--- config.mk ---
export PLATFORM = sky130hd
export DESIGN_NAME = tie_averaged_ranking_flat
export DESIGN_NICKNAME = d
export VERILOG_FILES = /design/src/rtl/tar_pkg.sv /design/src/rtl/tar_in_if.sv /design/src/rtl/tar_out_if.sv /design/src/rtl/tar_ram.sv /design/src/rtl/tie_averaged_ranking.sv /design/src/flat_wrapper.sv
export VERILOG_INCLUDE_DIRS = /design/src /design/src/rtl
export SDC_FILE = /design/constraint.sdc
export NUM_CORES = 2
export LEC_CHECK = 0
export BUFFER_PORTS_ARGS = -buffer_cell sky130_fd_sc_hd__buf_2
export CORE_MARGIN = 4
export CORE_UTILIZATION = 30
export DETAILED_ROUTE_END_ITERATION = 10
export PLACE_DENSITY = 0.53
export SKIP_LAST_GASP = 1
export SLEW_MARGIN = 40
export SYNTH_ARGS = -nofsm -noshare
export SYNTH_HDL_FRONTEND = slang
export SYNTH_HIERARCHICAL = 1
export SYNTH_SLANG_ARGS = --single-unit
--- constraint.sdc ---
create_clock -name clk -period 6.53 [get_ports clk]
set_input_delay 0.653 -clock clk [delete_from_list [all_inputs] [get_ports clk]]
set_output_delay 0.653 -clock clk [all_outputs]
set_load 0.005 [all_outputs]
--- src/rtl/tie_averaged_ranking_assert.svh ---
// Assertion macros for the tie-averaged ranking block.
// Expects clk and arst_n in the scope of each use; no other dependencies.
`ifndef TIE_AVERAGED_RANKING_ASSERT_SVH
`define TIE_AVERAGED_RANKING_ASSERT_SVH

// Check a condition at every clock edge outside reset.
`define TAR_ASSERT_ALWAYS(lbl, cond, msg) \
	lbl: assert property (@(posedge clk) disable iff (!arst_n) (cond)) else $error(msg);

// Check that a trigger is followed in the next cycle by a consequence.
`define TAR_ASSERT_NEXT(lbl, trig, cons, msg) \
	lbl: assert property (@(posedge clk) disable iff (!arst_n) (trig) |=> (cons)) \
		else $error(msg);

`endif

--- src/rtl/tar_pkg.sv ---
// Shared constants, types and key mapping for the tie-averaged ranking block.
// No dependencies.
package tar_pkg;

	localparam int MAX_ITEMS = 64;
	localparam int KEY_WIDTH = 32;
	localparam int SAMPLE_W  = 32;
	localparam int RANK_W    = 8;
	localparam int ADDR_W    = $clog2(MAX_ITEMS);
	localparam int CNT_W     = $clog2(MAX_ITEMS + 1);
	localparam int DR_W      = CNT_W + 1;

	typedef logic [KEY_WIDTH-1:0] key_t;
	typedef logic [ADDR_W-1:0]    addr_t;
	typedef logic [CNT_W-1:0]     cnt_t;
	typedef logic [DR_W-1:0]      drank_t;

	// Flip the sign bit so that unsigned order matches two's complement order.
	function automatic key_t order_key(input logic [SAMPLE_W-1:0] raw);
		key_t sign_bit;
		sign_bit = key_t'(1) << (KEY_WIDTH - 1);
		return raw[KEY_WIDTH-1:0] ^ sign_bit;
	endfunction

endpackage

--- src/rtl/tar_in_if.sv ---
// Input channel of the tie-averaged ranking block: one sample per beat.
// Depends on tar_pkg.
interface tar_in_if;
	logic                                valid;
	logic                                ready;
	logic signed [tar_pkg::SAMPLE_W-1:0] sample;
	logic                                last_sample;

	modport source(output valid, sample, last_sample, input ready);
	modport sink(input valid, sample, last_sample, output ready);
endinterface

--- src/rtl/tar_out_if.sv ---
// Output channel of the tie-averaged ranking block: one rank per beat.
// Depends on tar_pkg.
interface tar_out_if;
	logic                         valid;
	logic                         ready;
	logic [tar_pkg::RANK_W-1:0]   doubled_rank;
	logic                         any_ties;
	logic                         overflowed;
	logic                         last_rank;

	modport source(output valid, doubled_rank, any_ties, overflowed, last_rank, input ready);
	modport sink(input valid, doubled_rank, any_ties, overflowed, last_rank, output ready);
endinterface

--- src/rtl/tar_ram.sv ---
// Generic simple dual-port RAM: one write port, one read port, registered read.
// No dependencies.
module tar_ram #(
	parameter int WIDTH = 32,
	parameter int DEPTH = 64,
	localparam int AW = $clog2(DEPTH)
) (
	input  logic             clk,
	input  logic             we,
	input  logic [AW-1:0]    waddr,
	input  logic [WIDTH-1:0] wdata,
	input  logic             re,
	input  logic [AW-1:0]    raddr,
	output logic [WIDTH-1:0] rdata
);

	logic [WIDTH-1:0] mem [DEPTH];

	always_ff @(posedge clk) begin
		if (we) begin
			mem[waddr] <= wdata;
		end
		if (re) begin
			rdata <= mem[raddr];
		end
	end

endmodule

--- src/rtl/tie_averaged_ranking.sv ---
// Tie-averaged ranking: load signed keys until a last beat, then emit ranks in input order.
// Load: a beat arriving with keys already stored is accepted, then a tie scan over the store
// runs before the next beat is taken; a beat into an empty store, or a dropped beat, needs no scan.
// Rank: the single RAM read port scans the whole store once per result, and each result waits
// for the output register to be free; the first rank follows the last load beat.
// Reset clears counters, flags and the FSM; store contents stay undefined, no clear pass.
// Depends on tar_pkg, tar_in_if, tar_out_if, tar_ram and tie_averaged_ranking_assert.svh.
`include "tie_averaged_ranking_assert.svh"

module tie_averaged_ranking (
	input  logic       clk,
	input  logic       arst_n,
	tar_in_if.sink     samples,
	tar_out_if.source  ranks
);

	// IDLE takes samples; SCAN_TIE compares a new key against earlier keys;
	// FETCH/MINE pick up the key being ranked; SCAN_RANK counts smaller and
	// equal keys; RANK_OUT hands the result to the output register.
	typedef enum logic [2:0] {
		ST_IDLE,
		ST_SCAN_TIE,
		ST_FETCH,
		ST_MINE,
		ST_SCAN_RANK,
		ST_RANK_OUT
	} state_t;

	state_t               state_q;
	tar_pkg::cnt_t        count_q;
	logic                 tie_q;
	logic                 ovf_q;
	logic                 last_q;
	tar_pkg::key_t        key_q;
	tar_pkg::cnt_t        rd_q;
	tar_pkg::cnt_t        end_q;
	logic                 rd_v_s1;
	tar_pkg::addr_t       idx_q;
	tar_pkg::cnt_t        below_q;
	tar_pkg::cnt_t        equal_q;

	logic                       out_valid_q;
	logic [tar_pkg::RANK_W-1:0] out_rank_q;
	logic                       out_ties_q;
	logic                       out_ovf_q;
	logic                       out_last_q;

	logic             in_acc;
	logic             has_room;
	tar_pkg::key_t    new_key;
	logic             scanning;
	logic             issue;
	logic             scan_done;
	logic             out_free;
	logic             out_load;
	logic             last_idx;
	tar_pkg::drank_t  rank_full;

	logic             ram_we;
	logic             ram_re;
	tar_pkg::addr_t   ram_raddr;
	tar_pkg::key_t    ram_rdata;

	// Handshake and scan control
	assign samples.ready = (state_q == ST_IDLE);
	assign in_acc        = samples.valid && samples.ready;
	assign has_room      = count_q < tar_pkg::cnt_t'(tar_pkg::MAX_ITEMS);
	assign new_key       = tar_pkg::order_key(samples.sample);

	assign scanning  = (state_q == ST_SCAN_TIE) || (state_q == ST_SCAN_RANK);
	assign issue     = scanning && (rd_q != end_q);
	// All reads issued and the last one compared.
	assign scan_done = (rd_q == end_q) && !rd_v_s1;

	assign out_free  = !out_valid_q || ranks.ready;
	assign out_load  = (state_q == ST_RANK_OUT) && out_free;
	assign last_idx  = (tar_pkg::cnt_t'(idx_q) + tar_pkg::cnt_t'(1)) == count_q;
	// Twice the smaller count, plus equal count (self included), plus one.
	assign rank_full = {below_q, 1'b0} + tar_pkg::drank_t'(equal_q) + tar_pkg::drank_t'(1);

	// Store: write the new key on the load beat, read one entry per cycle while scanning.
	assign ram_we    = in_acc && has_room;
	assign ram_re    = issue || (state_q == ST_FETCH);
	assign ram_raddr = (state_q == ST_FETCH) ? idx_q : rd_q[tar_pkg::ADDR_W-1:0];

	tar_ram #(
		.WIDTH(tar_pkg::KEY_WIDTH),
		.DEPTH(tar_pkg::MAX_ITEMS)
	) u_store (
		.clk   (clk),
		.we    (ram_we),
		.waddr (count_q[tar_pkg::ADDR_W-1:0]),
		.wdata (new_key),
		.re    (ram_re),
		.raddr (ram_raddr),
		.rdata (ram_rdata)
	);

	always_ff @(posedge clk or negedge arst_n) begin
		if (!arst_n) begin
			state_q     <= ST_IDLE;
			count_q     <= '0;
			tie_q       <= 1'b0;
			ovf_q       <= 1'b0;
			last_q      <= 1'b0;
			key_q       <= '0;
			rd_q        <= '0;
			end_q       <= '0;
			rd_v_s1     <= 1'b0;
			idx_q       <= '0;
			below_q     <= '0;
			equal_q     <= '0;
			out_valid_q <= 1'b0;
			out_rank_q  <= '0;
			out_ties_q  <= 1'b0;
			out_ovf_q   <= 1'b0;
			out_last_q  <= 1'b0;
		end else begin
			// Read data is valid in the cycle after an issued scan read.
			rd_v_s1 <= issue;
			if (issue) begin
				rd_q <= rd_q + tar_pkg::cnt_t'(1);
			end
			// Load a finished rank into the output beat; drop the held beat once it is taken.
			if (out_load) begin
				out_valid_q <= 1'b1;
			end else if (ranks.ready) begin
				out_valid_q <= 1'b0;
			end

			case (state_q)
				ST_IDLE: begin
					if (in_acc) begin
						last_q <= samples.last_sample;
						if (has_room) begin
							key_q   <= new_key;
							count_q <= count_q + tar_pkg::cnt_t'(1);
							if (count_q != '0) begin
								rd_q    <= '0;
								end_q   <= count_q;
								state_q <= ST_SCAN_TIE;
							end else if (samples.last_sample) begin
								idx_q   <= '0;
								state_q <= ST_FETCH;
							end
						end else begin
							// Store full: drop the sample but honor its last mark.
							ovf_q <= 1'b1;
							if (samples.last_sample) begin
								idx_q   <= '0;
								state_q <= ST_FETCH;
							end
						end
					end
				end
				ST_SCAN_TIE: begin
					if (rd_v_s1 && (ram_rdata == key_q)) begin
						tie_q <= 1'b1;
					end
					if (scan_done) begin
						if (last_q) begin
							idx_q   <= '0;
							state_q <= ST_FETCH;
						end else begin
							state_q <= ST_IDLE;
						end
					end
				end
				ST_FETCH: begin
					state_q <= ST_MINE;
				end
				ST_MINE: begin
					key_q   <= ram_rdata;
					below_q <= '0;
					equal_q <= '0;
					rd_q    <= '0;
					end_q   <= count_q;
					state_q <= ST_SCAN_RANK;
				end
				ST_SCAN_RANK: begin
					if (rd_v_s1) begin
						if (ram_rdata < key_q) begin
							below_q <= below_q + tar_pkg::cnt_t'(1);
						end else if (ram_rdata == key_q) begin
							equal_q <= equal_q + tar_pkg::cnt_t'(1);
						end
					end
					if (scan_done) begin
						state_q <= ST_RANK_OUT;
					end
				end
				ST_RANK_OUT: begin
					if (out_free) begin
						out_rank_q  <= tar_pkg::RANK_W'(rank_full);
						out_ties_q  <= tie_q;
						out_ovf_q   <= ovf_q;
						out_last_q  <= last_idx;
						if (last_idx) begin
							// Run complete: clear for the next data set.
							count_q <= '0;
							tie_q   <= 1'b0;
							ovf_q   <= 1'b0;
							last_q  <= 1'b0;
							state_q <= ST_IDLE;
						end else begin
							idx_q   <= idx_q + tar_pkg::addr_t'(1);
							state_q <= ST_FETCH;
						end
					end
				end
				default: begin
					state_q <= ST_IDLE;
				end
			endcase
		end
	end

	assign ranks.valid        = out_valid_q;
	assign ranks.doubled_rank = out_rank_q;
	assign ranks.any_ties     = out_ties_q;
	assign ranks.overflowed   = out_ovf_q;
	assign ranks.last_rank    = out_last_q;

	// Store fill never passes capacity.
	`TAR_ASSERT_ALWAYS(a_count_cap, count_q <= tar_pkg::cnt_t'(tar_pkg::MAX_ITEMS), "count over capacity")
	// A stored key with earlier keys present must be checked for ties.
	`TAR_ASSERT_NEXT(a_tie_scan_entry, in_acc && has_room && (count_q != '0), state_q == ST_SCAN_TIE, "tie scan skipped")
	// Every ranked key matches at least itself.
	`TAR_ASSERT_ALWAYS(a_self_match, (state_q != ST_RANK_OUT) || (equal_q != '0), "rank scan missed own key")
	// Scan read pointer stays within the scan range.
	`TAR_ASSERT_ALWAYS(a_scan_bound, rd_q <= end_q, "scan pointer past end")

endmodule
--- src/flat_wrapper.sv ---
// flat-port wrapper written by rule: the top's interface ports become plain ports
module tie_averaged_ranking_flat 
  (clk, arst_n, samples_valid, samples_sample, samples_last_sample, samples_ready, ranks_valid, ranks_doubled_rank, ranks_any_ties, ranks_overflowed, ranks_last_rank, ranks_ready);
  tar_in_if samples_i ();
  tar_out_if ranks_i ();
  input  logic clk;
  input  logic arst_n;
  input wire logic [$bits(samples_i.valid)-1:0] samples_valid;
  input wire logic [$bits(samples_i.sample)-1:0] samples_sample;
  input wire logic [$bits(samples_i.last_sample)-1:0] samples_last_sample;
  output wire logic [$bits(samples_i.ready)-1:0] samples_ready;
  output wire logic [$bits(ranks_i.valid)-1:0] ranks_valid;
  output wire logic [$bits(ranks_i.doubled_rank)-1:0] ranks_doubled_rank;
  output wire logic [$bits(ranks_i.any_ties)-1:0] ranks_any_ties;
  output wire logic [$bits(ranks_i.overflowed)-1:0] ranks_overflowed;
  output wire logic [$bits(ranks_i.last_rank)-1:0] ranks_last_rank;
  input wire logic [$bits(ranks_i.ready)-1:0] ranks_ready;
  assign samples_i.valid = samples_valid;
  assign samples_i.sample = samples_sample;
  assign samples_i.last_sample = samples_last_sample;
  assign samples_ready = samples_i.ready;
  assign ranks_valid = ranks_i.valid;
  assign ranks_doubled_rank = ranks_i.doubled_rank;
  assign ranks_any_ties = ranks_i.any_ties;
  assign ranks_overflowed = ranks_i.overflowed;
  assign ranks_last_rank = ranks_i.last_rank;
  assign ranks_i.ready = ranks_ready;
  tie_averaged_ranking u_core (.clk(clk), .arst_n(arst_n), .samples(samples_i), .ranks(ranks_i));
endmodule
* After elaboration in Yosys (flattened, before gate mapping) *
Memories as Yosys holds them, arrays and structs flattened. A register that Yosys moved wholly into a read port is not among the register bits.
Index checks and enable logic that the tools add are counted.

cells by class
  add/subtract/negate cells = 8
  multipliers = 0
  div/mod/pow operators = 0
  order comparisons = 2
  eq/ne operators = 25
  shifts and indexed selects = 0
  muxes and demuxes = 57
  bitwise operators = 1
  reduce and logical (&&, ||, !) cells = 30

operators with widths
  operator                                                          number
  7-bit two-way mux                                                 16
  7-bit one-hot mux with 2 select lines                             5
  32-bit two-way mux                                                2
  32-bit one-hot mux with 2 select lines                            1
  6-bit two-way mux                                                 9
  32-bit equality test                                              1
  32-bit less-than comparator                                       1
  7-bit by 1-bit adder with 7-bit output (second input constant)    4
  3-bit two-way mux                                                 7
  4-bit AND reduction                                               5
  2-bit != test (second input constant)                             9
  3-bit one-hot mux with 6 select lines                             1
  6-bit one-hot mux with 3 select lines                             1
  7-bit equality test                                               2
  2-bit by 1-bit != test with 1-bit output (second input constant)  6
  1-bit two-way mux                                                 10
  5-bit AND reduction                                               2
  2-bit nonzero test                                                5
  8-bit by 1-bit adder with 8-bit output (second input constant)    1
  8-bit by 7-bit adder with 8-bit output                            1
  6-bit by 1-bit adder with 7-bit output (second input constant)    1
  7-bit less-than comparator (second input constant)                1
  7-bit != test                                                     1
  7-bit AND reduction                                               1
  16 further kinds                                                  30

word-level totals
  flip-flop bits (word level) = 92
  bits in latches = 0
  RAM bits = 2,048
  ROM bits = 0
  input port bits = 37
  output and inout port bits = 13
  logic and storage cells = 141
  memories kept = 1

memories
  memory              words  bits a word  rd ports  clocked after Yosys merged registers in  wr ports  line           text
  u_core.u_store.mem  64     32           1         1                                        1         tar_ram.sv:17  logic [WIDTH-1:0] mem [DEPTH];

* Longest topological paths before layout *
  depth in word-level cells = 8
  gate-level depth with buffers = 16
  depth with buffers taken out = 9

* By module *
Netlist, hierarchy kept.

modules (own cells, without submodules)
  module                instances  cells an instance  area each (um^2)  sequential area each (um^2)
  tar_ram               1          3,324              78,835.6          62,459.9
  tie_averaged_ranking  1          628                5,818.1           2,302.2

* Worst setup path before layout *
OpenSTA, ideal clock, no wires.

  path type = register to register
  start = register u_core.state_q[2]
  end = memory u_core.u_store.mem[49][0], enable pin
  library setup time = 0.461 ns
  arrival time = 4.105 ns
  required time = 6.069 ns
  path slack = 1.965 ns
  stages on the path, launching flop included = 10
  period minus slack after synthesis = 4.565 ns
  cell sequence = dfrtp_1 > clkbuf_1 > or3_1 > clkbuf_1 > inv_2 > nand2_1 > nor2_1 > nor2b_1 > nand4_1 > nor3_1

between the ends
  word-level cells in the longest chain between the ends = 5

ends and longest elaborated chain
  what                                     line                         text
  from (decl)                              tie_averaged_ranking.sv:29   state_t state_q;
  from (signal assigned)                   tie_averaged_ranking.sv:101  state_q <= ST_IDLE;
  from (signal assigned)                   tie_averaged_ranking.sv:141  state_q <= ST_SCAN_TIE;
  from (signal assigned)                   tie_averaged_ranking.sv:144  state_q <= ST_FETCH;
  3-bit zero test                          tie_averaged_ranking.sv:65   assign samples.ready = (state_q == ST_IDLE);
  named net samples_ready                  flat_wrapper.sv:11           output wire logic [$bits(samples_i.ready)-1:0] samples_ready;
  1-bit logical AND                        tie_averaged_ranking.sv:66   assign in_acc = samples.valid && samples.ready;
  1-bit logical AND                        tie_averaged_ranking.sv:82   assign ram_we = in_acc && has_room;
  named net u_core.ram_we                  tie_averaged_ranking.sv:59   logic ram_we;
  1-bit two-way mux                        tar_ram.sv:20                if (we) begin
  1-bit two-way mux (not written as such)  tar_ram.sv:21                mem[waddr] <= wdata;
  to (decl)                                tar_ram.sv:17

The timed path passes the listed nets, and every way through them passes these cells.

* Final worst setup path *
  start = register u_core.state_q[2]
  end = register u_core.u_store.rdata[0], read port of u_core.u_store.mem, data pin

between the ends
  elaborated cells between the ends (all ways) = 7

RTL lines
  what                                            line                        text
  3-bit by 2-bit equality test with 1-bit output  tie_averaged_ranking.sv:84  assign ram_raddr = (state_q == ST_FETCH) ? idx_q : rd_q[tar_pkg::ADDR_W-1:0];
  6-bit two-way mux                               tie_averaged_ranking.sv:84
  named net u_core.ram_raddr[1]                   tie_averaged_ranking.sv:61  tar_pkg::addr_t ram_raddr;
  to (decl)                                       tar_ram.sv:14               output logic [WIDTH-1:0] rdata

The timed path passes the listed nets, and every way through them passes these cells.
A chain may end at the register's enable or synchronous reset.

==> qor.txt <==
GRT
----------------------------------------------------------------------------------------
Wire length of the first global-routing pass                                      327 mm
Top Usage Layer GRT                                                                 met2
GR Util met1                                                                       22.4%
Pin count of the biggest net entering global routing                                  94
Global-route met2 utilization                                                      24.6%
Initial antenna violation count                                                       20
Global-route usage over all layers                                                 15.6%
Met3 layer usage reported by global route                                          2.80%
Vias in the first global route                                                     41900
Total global routing overflow                                                          0

DETAILED ROUTING
----------------------------------------------------------------------------------------
Pre-antenna DRT Iters                                                                  6
Final ANT Viol Nets                                                                    0
Routed WL per cell                                                               28.4 um
Drt initial violations                                                              4588
Total number of vias                                                               41500
Post-detailed-routing wire length                                                 231 mm
Drt drc                                                                                0
Via/cell ratio                                                                      5.11

WORST HOLD PATH
----------------------------------------------------------------------------------------
Start point of the worst min-delay path                                     samples_last_sample
Hold Crit Depth                                                                        3
Path category of the worst min-delay check                                        in2reg
Hold path endpoint                                                          u_core/last_q$_DFFE_PN0P_

CLOCK TREE
----------------------------------------------------------------------------------------
CTS Buf Count                                                                        213
Post-cts gate resize count                                                             0
H-tree depth                                                                           4
Clk_lat worst skew                                                               0.87 ns
Clock slew at reported path FFs                                                  0.06 ns
Clock Tree Root                                                             sky130_fd_sc_hd__clkbuf_16
Setup repair bufs after CTS                                                            0
Clk sink count                                                                      2172
Number of buffers between clock root and the deepest sink                              3
TritonCTS clock tree                                                               built

DIE
----------------------------------------------------------------------------------------
Number of top-level pins                                                              50
Horizontal die dimension                                                          539 um
Core region area                                                             280000 um^2
Area of the die                                                              291000 um^2
Row count                                                                            194
Die height                                                                        539 um
Effective utilization at floorplan                                                 30.2%

FINISH
----------------------------------------------------------------------------------------
Post-synthesis to final-layout area growth                                         16.2%
Proportion of layout cells with a drive suffix above 1                             27.5%
Nets                                                                                4289

SYNTH
----------------------------------------------------------------------------------------
Syn_nets                                                                            4034
Count of distinct cell types in the synthesized netlist                               71
Gate Count Post-Synth                                                               3952
Most used flip-flop cell after synthesis                                    sky130_fd_sc_hd__edfxtp_1
Sequential fraction of the synthesis area                                          76.5%
Average cell area after synthesis                                              21.4 um^2
Synth Cell Area                                                               84700 um^2
Flip-flop and latch count after synthesis                                           2172
Ys Warns                                                                               6
Share of async-settable or async-resettable flops after synthesis                  4.24%
Number of flops mapped to enable cells by yosys                                     2080

WORST SETUP PATH
----------------------------------------------------------------------------------------
Startpoint of the worst register-to-register path                           u_core/state_q[2]$_DFFE_PN0P_
Cell type group with the largest total delay on the critical path           simple AND/OR/NAND/NOR gates
Required time worst endpoint                                                     7.10 ns
Chain of cells forming the critical path                                    nor2_1 -> and2_1 -> mux2_8 -> buf_12 -> or3b_2 -> o221ai_1 -> a21oi_1 -> a21oi_1 -> nor2_1
Slowest cell on crit path                                                   sky130_fd_sc_hd__mux2_8
Largest fanout on the critical path                                                   93
Crit path launch type                                                               flop
Worst Reg2Reg Path Length in Cells                                                     9
R2R setup slack                                                                  1.56 ns
WP data arrival                                                                  5.54 ns
R2R Path End                                                                u_core/u_store/rdata[0]$_DFFE_PP_
Category of the worst setup path capture point                                      flop
Largest stage delay on the critical path                                         0.79 ns
Buf+Inv Stages, Crit Path                                                              1
Critical path type                                                               reg2reg

TIMING
----------------------------------------------------------------------------------------
Unrepaired setup endpoints after global routing                                       no
Final Setup Violations                                                                 0
Clock period minus worst slack                                                   4.97 ns
Setup tns final                                                                     0 ns
Final Hold Fails                                                                       0
Slew at the pin closest to its max-slew limit                                    1.06 ns
Slew Limit Fails                                                                       0
Worst Clk Skew                                                                 0.0515 ns
Relative slew slack                                                                29.4%
Portion of the clock cycle consumed by the worst path in the final layout          76.2%
Highest Clock Rate                                                               201 MHz
Fin worst setup slack                                                            1.56 ns

POWER
----------------------------------------------------------------------------------------
Static leakage power                                                           0.0303 uW
Worst VDD drop                                                                0.000376 V
Power per cell area                                                          394 nW/um^2

STATUS
----------------------------------------------------------------------------------------
Result of the run                                                           finished clean

PLACE
----------------------------------------------------------------------------------------
Routability cong.                                                                  0.793
Setup Slack @ Placement                                                          1.49 ns
Dpl hpwl                                                                          137 mm
IO Port Bufs                                                                          49

RUN
----------------------------------------------------------------------------------------
Number of max-cap violations                                                           0

-- layer usage --
metal  wire [um]  vias up
li1            -    17000
met1      101000    22600
met2      109000     1512
met3       15300      287
met4        5300        2
met5          13        -
-- cells in the final DEF (no fill, tap or decap), types with 18 or more instances in the layout --
cell and n:
sky130_fd_sc_hd__mux2i_1 132, sky130_fd_sc_hd__buf_2 48, sky130_fd_sc_hd__o22ai_1 85, sky130_fd_sc_hd__nor2_1 103, sky130_fd_sc_hd__o21ai_0 57, sky130_fd_sc_hd__clkinv_2 28
sky130_fd_sc_hd__buf_4 138, sky130_fd_sc_hd__nor2b_1 18, sky130_fd_sc_hd__edfxtp_1 2080, sky130_fd_sc_hd__buf_12 22, sky130_fd_sc_hd__clkbuf_16 213, sky130_fd_sc_hd__clkinv_1 48
sky130_fd_sc_hd__buf_16 20, sky130_fd_sc_hd__inv_1 43, sky130_fd_sc_hd__nand3_1 19, sky130_fd_sc_hd__dfrtp_1 89, sky130_fd_sc_hd__a21oi_1 90, sky130_fd_sc_hd__ha_1 44
sky130_fd_sc_hd__o221ai_1 28, sky130_fd_sc_hd__nor2_4 63, sky130_fd_sc_hd__mux4_2 544, sky130_fd_sc_hd__nand2_1 102, sky130_fd_sc_hd__clkbuf_1 50
-- final cells by class --
class                      count  area, um^2
timing repair buffer         253        2600
clock inverter               118        1280
sequential                  2172       64800
multi-input combinational   1522       19300
tap                         3724        4660
inverter                      45         171
antenna                        6        15.0
clock buffer                 268        5590
fill                       25900      182000
-- worst reg2reg max path, delay by kind of cell (launching register included) --
family	cells	cell delay [ns]
buf+inv	1	0.55
simple gates	4	1.48
flops	1	0.55
compound gates	3	1.30
mux	1	0.80
-- metrics by stage --
step / cells / area (um^2) / power, uW / hold slack, ns / util [%]
2_1_floorplan: 3952 / 84700 / 23500 / 0.357 / -
3_3_place_gp: 7668 / 90400 / 27100 / 0.458 / 32.3
3_5_place_dp: 7705 / 91300 / 27100 / 0.464 / 32.6
4_1_cts: 8092 / 98200 / 39200 / 0.0534 / 35.0
5_1_grt: 8103 / 98400 / 40500 / 0.112 / 35.1
6_report: 8108 / 98400 / 38800 / 0.139 / 35.1
-- state kept, by name, indices dropped and copies added (netlist names), 3 cells and up --
| signal | flops |
|---|---|
| u_core/key_q | 32 |
| u_core/idx_q | 6 |
| u_core/ranks.doubled_rank | 8 |
| u_core/state_q | 3 |
| u_core/rd_q | 7 |
| u_core/u_store/rdata | 32 |
| u_core/count_q | 7 |
| u_core/end_q | 7 |
| u_core/u_store/mem | 2048 |
| u_core/equal_q | 7 |
| u_core/below_q | 7 |
-- worst max-delay path by stage --
stage | start | end | slack, ns | cells past startpoint
3_5_place_dp | u_core/state_q[2]$_DFFE_PN0P_ | u_core/u_store/rdata[0]$_DFFE_PP_ | 1.49 | 9
6_report | u_core/state_q[2]$_DFFE_PN0P_ | u_core/u_store/rdata[0]$_DFFE_PP_ | 1.56 | 9
2_1_floorplan | u_core/state_q[2]$_DFFE_PN0P_ | u_core/u_store/mem[49][0]$_DFFE_PP_ | 1.96 | 9
4_1_cts | u_core/state_q[2]$_DFFE_PN0P_ | u_core/u_store/rdata[0]$_DFFE_PP_ | 1.46 | 9
5_1_grt | u_core/state_q[2]$_DFFE_PN0P_ | u_core/u_store/rdata[16]$_DFFE_PP_ | 1.21 | 9
3_3_place_gp | u_core/state_q[2]$_DFFE_PN0P_ | u_core/u_store/rdata[5]$_DFFE_PP_ | 1.32 | 10
-- where the power goes --
part | switching (uW) | total, uW | internal [uW]
Clock | 5330 | 12100 | 6760
Sequential | 471 | 16300 | 15800
Combinational | 5890 | 10500 | 4580
Total | 11700 | 38800 | 27100
-- cell usage after synthesis, drive strengths merged, types with 3 or more instances --
master   instances  area share, %
edfxtp        2080             74
mux4           544             14
nor2           168           0.75
mux2i          132            1.6
buf            118           0.80
nand2          105           0.47
a21oi           95           0.57
clkbuf          95           0.42
dfrtp           92            2.7
o22ai           85           0.63
o21ai           59           0.35
inv             45           0.20
ha              44           0.65
o221ai          28           0.29
nand3           21           0.12
nor2b           20           0.16
nor3            17           0.10
mux2            16           0.21
xor2            15           0.16
nand4           14           0.11
nand2b          13          0.096
a22oi           12           0.11
xnor2           11           0.11
or3              9          0.067
a21o             8          0.071
a311oi           8          0.083
and3             8          0.059
or2              8          0.059
and2             7          0.052
nand3b           6          0.053
a211o            5          0.052
a22o             5          0.052
a31oi            5          0.037
or3b             5          0.052
or4              5          0.044
a41o             4          0.047
o211ai           4          0.041
o2bb2ai          4          0.041
o31ai            4          0.035
o32ai            4          0.041
a21boi           3          0.027
a221o            3          0.035
o21a             3          0.027
o21bai           3          0.040
-- cell families (layout without fill, tap and decap cells) --
logic type                 after synthesis  after routing  share of synthesized area, %
AOI/OAI and AO/OA                      347            347                          2.63
xor gates and xnor gates                26             26                         0.269
adders and majority gates               45             45                         0.674
buffers and inverters                  258            684                          1.42
DFF                                   2172           2172                          76.5
muxes                                  692            692                          16.2
other                                    0              6                             0
and+or+nand+nor                        412            412                          2.27
-- what timing repair did --
| action | in CTS | in global routing |
|---|---|---|
| setup endpoints to repair | 0 | 0 |
| endpoints found under the hold margin | 33 | 0 |
| hold buffers | 1 | 0 |
No activity file was read; power rests on OpenSTA's default activity.
